`src/hdl/rvft_pkg.sv`:
```
// ----------------------------------------------------------------------------
// rvft_pkg : shared types and constants of the range value frequency table
// Sizes, command codes, controller states and the controller/datapath bundles.
// ----------------------------------------------------------------------------
package rvft_pkg;

    localparam int DEPTH       = 1024;
    localparam int VALUE_WIDTH = 32;
    localparam int ADDR_W      = $clog2(DEPTH);
    localparam int COUNT_W     = 11;
    localparam int VALUE_IN_W  = 32;
    localparam int IDX_W       = 10;
    localparam int PADDR_W     = 3;
    localparam int PDATA_W     = 32;

    localparam logic [COUNT_W-1:0] COUNT_MAX   = {COUNT_W{1'b1}};
    localparam logic [COUNT_W-1:0] COUNT_RESET = COUNT_W'(1024);

    // register indexes on the configuration port
    localparam logic [PADDR_W-3:0] REG_ELEMENT_COUNT = '0;

    typedef enum logic {
        CMD_SET   = 1'b0,
        CMD_QUERY = 1'b1
    } t_command;

    typedef enum logic [2:0] {
        ST_IDLE,
        ST_CHECK,
        ST_SCAN,
        ST_WAIT,
        ST_DONE
    } t_state;

    typedef struct packed {
        logic latch;      // capture the command beat, clear the count
        logic chk;        // capture the bounds verdict
        logic load_addr;  // scan pointer to range_low
        logic inc_addr;   // scan pointer up by one
        logic rd_en;      // memory read at scan pointer
        logic wr_en;      // memory write at index
    } t_ctrl_cmd;

    typedef struct packed {
        logic bad;
        logic is_query;
        logic at_high;
    } t_dp_status;

endpackage

```
`src/hdl/rvft_ctrl.sv`:
```
// ----------------------------------------------------------------------------
// rvft_ctrl : command sequencer
// Accept, bounds check, write or scan the range, then strobe the result.
// ----------------------------------------------------------------------------
module rvft_ctrl (
    input  logic                  i_clk,
    input  logic                  i_rst_n,
    input  logic                  i_start,
    input  rvft_pkg::t_dp_status  i_status,
    output rvft_pkg::t_ctrl_cmd   o_cmd,
    output logic                  o_busy,
    output logic                  o_valid
);
    import rvft_pkg::*;

    t_state r_state;
    t_state n_state;

    always_ff @(posedge i_clk) begin
        if (!i_rst_n) begin
            r_state <= ST_IDLE;
        end else begin
            r_state <= n_state;
        end
    end

    always_comb begin
        n_state = r_state;
        case (r_state)
            ST_IDLE: begin
                if (i_start) n_state = ST_CHECK;
            end
            ST_CHECK: begin
                if (!i_status.bad && i_status.is_query) n_state = ST_SCAN;
                else                                     n_state = ST_DONE;
            end
            ST_SCAN: begin
                if (i_status.at_high) n_state = ST_WAIT;
            end
            ST_WAIT:  n_state = ST_DONE;
            ST_DONE:  n_state = ST_IDLE;
            default:  n_state = ST_IDLE;
        endcase
    end

    always_comb begin
        o_cmd   = '0;
        o_busy  = 1'b1;
        o_valid = 1'b0;
        case (r_state)
            ST_IDLE: begin
                o_busy      = 1'b0;
                o_cmd.latch = i_start;
            end
            ST_CHECK: begin
                o_cmd.chk       = 1'b1;
                o_cmd.load_addr = !i_status.bad && i_status.is_query;
                o_cmd.wr_en     = !i_status.bad && !i_status.is_query;
            end
            ST_SCAN: begin
                o_cmd.rd_en    = 1'b1;
                o_cmd.inc_addr = !i_status.at_high;
            end
            ST_WAIT: ;
            ST_DONE: begin
                o_valid = 1'b1;
            end
            default: ;
        endcase
    end

    a_no_rw_clash: assert property (@(posedge i_clk) disable iff (!i_rst_n)
        !(o_cmd.rd_en && o_cmd.wr_en))
        else $error("memory read and write in one cycle");

    a_scan_then_wait: assert property (@(posedge i_clk) disable iff (!i_rst_n)
        (r_state == ST_SCAN && i_status.at_high) |=> (r_state == ST_WAIT))
        else $error("scan did not finish at range_high");

    a_bad_skips_mem: assert property (@(posedge i_clk) disable iff (!i_rst_n)
        (r_state == ST_CHECK && i_status.bad) |-> !o_cmd.wr_en && !o_cmd.load_addr)
        else $error("rejected command touched the memory");

endmodule

```
`config.mk`:
```
export PLATFORM = sky130hd
export DESIGN_NAME = rvft_ctrl
export DESIGN_NICKNAME = d
export VERILOG_FILES = /design/src/hdl/rvft_pkg.sv /design/src/hdl/rvft_ctrl.sv
export SDC_FILE = /design/constraint.sdc
export NUM_CORES = 1
export LEC_CHECK = 0
export ABC_CLOCK_PERIOD_IN_PS = 900
export BUFFER_PORTS_ARGS = -buffer_cell sky130_fd_sc_hd__buf_2
export CAP_MARGIN = 20
export CORE_AREA = 2 2 39 41
export CTS_CLUSTER_SIZE = 8
export DETAILED_ROUTE_END_ITERATION = 7
export DIE_AREA = 0 0 41 43
export HOLD_SLACK_MARGIN = 0.08
export PLACE_DENSITY = 0.42
export SYNTH_ARGS = -nofsm -noshare
export SYNTH_HDL_FRONTEND = slang
export SYNTH_SLANG_ARGS = --single-unit
```
`constraint.sdc`:
```
create_clock -name i_clk -period 0.9 [get_ports i_clk]
set_input_delay 0.18 -clock i_clk [delete_from_list [all_inputs] [get_ports i_clk]]
set_output_delay 0.18 -clock i_clk [all_outputs]
set_load 0.02 [all_outputs]
```
==> results.py <==
metrics = {
    "power_and_ir_drop": {
        "seq_power_share_pct": 25.1,
        "p_clk_share_pct": 39.2,
        "power_density_nw_per_um2": 1080,
        "leakage_nw": 0.223,
        "ir_drop_uv": 560,
        "power_switching_mw": 0.166,
        "p_int_mw": 0.419,
        "p_sw_share_pct": 28.4,
        "combinationalPowerShare_pct": 35.7,
    },
    "cts": {
        "clk_path_buf_depth": 2,
        "clk_pin_slew_ns": 0.04,
        "cts_tree": "done",
        "cts_made_buffers": 3,
        "h-tree-depth": 1,
        "cts_root_buf": "clkbuf_4",
        "clock-sinks": 3,
        "clock_latency_ns": 0.23,
    },
    "critical_path": {
        "crit_arrival_ns": 1.19,
        "cp.required_ns": 0.72,
        "critPathMaxFanout": 6,
        "critPathCapture": "o_cmd[2]",
        "rr_startpoint": "r_state[1]",
        "crit_type": "reg -> out",
        "reg2reg_depth": 3,
        "cp-start-kind": "flip-flop",
        "rrSetupSlack_ns": -0.06,
        "r2r-end": "r_state[1]",
        "crit_start": "r_state[2]",
        "cp-end-kind": "output port",
    },
    "timing": {
        "finClkSkew_ns": 0.00284,
        "finalSetupViolCount": 9,
        "fin_crit_ns": 1.37,
        "hold_viol_final": 0,
        "relSlewSlack_pct": 85.7,
        "fin_ws_ns": -0.468,
        "rsz0062_at_grt": "true",
        "finalCritPeriodShare_pct": 152,
        "slew_viol_final": 0,
        "tns_ns": -3.38,
        "worstMarginPinSlew_ns": 0.213,
        "max_freq_mhz": 731,
    },
    "grt": {
        "grt_pass1_vias": 302,
        "grt_pass1_wl_microns": 1280,
        "grt_use_total_pct": 10.8,
        "grt_overflow_total": 0,
        "grt_start_max_net_pins": 9,
        "antenna_found_initial": 0,
    },
    "floorplanning": {
        "die_w_microns": 41,
        "core_sq_um": 1380,
        "die_h_microns": 43,
        "rows": 14,
        "die-area_sq_um": 1760,
        "start_util_pct": 14.4,
        "ios": 14,
    },
    "synth": {
        "ys_seq_elements": 3,
        "yosysWarnings": 0,
        "synth_seq_area_share_pct": 30.2,
        "synthCells": 21,
        "yosysTopAreaCellShare_pct": 30.2,
        "yosysTopAreaCell": "dfxtp_1",
        "syn_area_sq_um": 199,
        "synth_nets": 27,
        "syn_area_per_cell_sq_um": 9.47,
        "ys_types": 16,
        "yosys-top-cells-area": "dfxtp_1 30%, a211oi_1 7.5%, nor4b_2 7.5%",
    },
    "placement": {
        "placed_area_sq_um": 375,
        "place_congestion": 0.693,
        "port_buffers": 13,
        "post-dp-hpwl_microns": 504,
    },
    "cells_and_area": {
        "drive_above_1_share_pct": 84.8,
        "nets": 53,
        "final_common_cell": "buf_6",
        "top_regs": "r_state (3)",
        "regMostFlops": "r_state",
        "final_cell_mix": "8 x buf_6, 7 x buf_4, 5 x buf_2",
        "final_area_sq_um": 542,
        "largest_reg_flops": 3,
        "syn_to_final_growth_pct": 172,
        "n_antenna_cell": 0,
    },
    "routing": {
        "viasPerCell": 4.31,
        "drt_iter0_markers": 3,
        "ant_nets": 0,
        "wl_per_cell_microns": 11.9,
        "drc": 0,
        "vias": 267,
        "drt_pass1_iterations": 2,
        "wl_microns": 740,
    },
    "flow_run": {
        "drv_cap": 0,
    },
    "hold_path": {
        "hold_path_class": "in -> reg",
    },
    "run_status": {
        "status": "finished, violations left",
        "violations": "setup timing",
    },
}
==> power by group through the flow <==
stage	Clock [mW]	Combinational (mW)	Sequential (mW)
after detailed placement	0	0.141	0.152
after CTS	0.244	0.186	0.146
after global routing	0.252	0.222	0.148
after floorplan	0	0.0700	0.153
final	0.230	0.209	0.147
after global placement	0	0.139	0.152
==> how the worst min path moves through the flow <==
stage                start  cells past startpoint  slack (ns)          to
2_1_floorplan  i_status[1]                      1        0.27  r_state[2]
6_report       i_status[1]                      2        0.23  r_state[2]
4_1_cts        i_status[1]                      2        0.21  r_state[2]
3_5_place_dp   i_status[1]                      2        0.45  r_state[2]
5_1_grt        i_status[1]                      2        0.23  r_state[2]
3_3_place_gp   i_status[1]                      2        0.42  r_state[2]
==> synth_stat cells, drive strengths merged <==
cell / count
dfxtp: 3
a211oi: 2
nand2b: 2
nor2: 2
nor3b: 2
nor4: 2
nor4b: 2
buf: 1
inv: 1
mux2i: 1
nand4bb: 1
nor2b: 1
or3: 1
==> per-layer routing <==
layer  GRT usage, %  up-vias  part of all wire (%)
met3           3.66        0                   3.0
met5              0        -                     0
li1               -      129                     -
met4           6.00        0                     0
met1           11.2      131                    33
met2           17.8        7                    64
==> critical path, stage by stage (launching register included) <==
cell     delay (ns)
dfxtp_4        0.36
buf_6          0.12
nor3b_4        0.19
nor2b_4        0.17
buf_6          0.12
==> what timing repair did <==
action                                  4_1_cts  5_1_grt
pin swaps                                     4        2
endpoints found under the setup margin       10       11
resized for setup                            21        9
hold buffers                                  0        0
buffers inserted                              4        0
==> per-stage QoR <==
stage	utilization (%)	power (mW)	hold slack, ns	std cells	worst slack, ns
after CTS	36.3	0.575	0.214	62	-0.475
final	39.2	0.585	0.226	62	-0.468
after floorplan	-	0.223	0.274	21	-0.292
after global routing	39.2	0.622	0.225	62	-0.547
after detailed placement	27.1	0.293	0.447	54	-0.285
after global placement	27.1	0.292	0.425	54	-0.264
==> kinds of logic (layout without fill, tap and decap cells) <==
group / Yosys count / count (layout) / share of synthesized area (%)
buffers and inverters: 2 / 27 / 5.66
muxes: 1 / 1 / 5.03
DFF: 3 / 3 / 30.2
AOI/OAI and AO/OA: 2 / 2 / 7.54
and+or+nand+nor: 13 / 13 / 51.6
==> layout make-up <==
cell class                      instances  area (sq um)
Clock buffer                            4          26.3
Fill cell                             149           842
Inverter                                1          3.75
Multi-Input combinational cell         16           213
Sequential cell                         3          71.3
Tap cell                               16          20.0
Timing Repair Buffer                   22           208
Power figures use the tool's default switching activity.
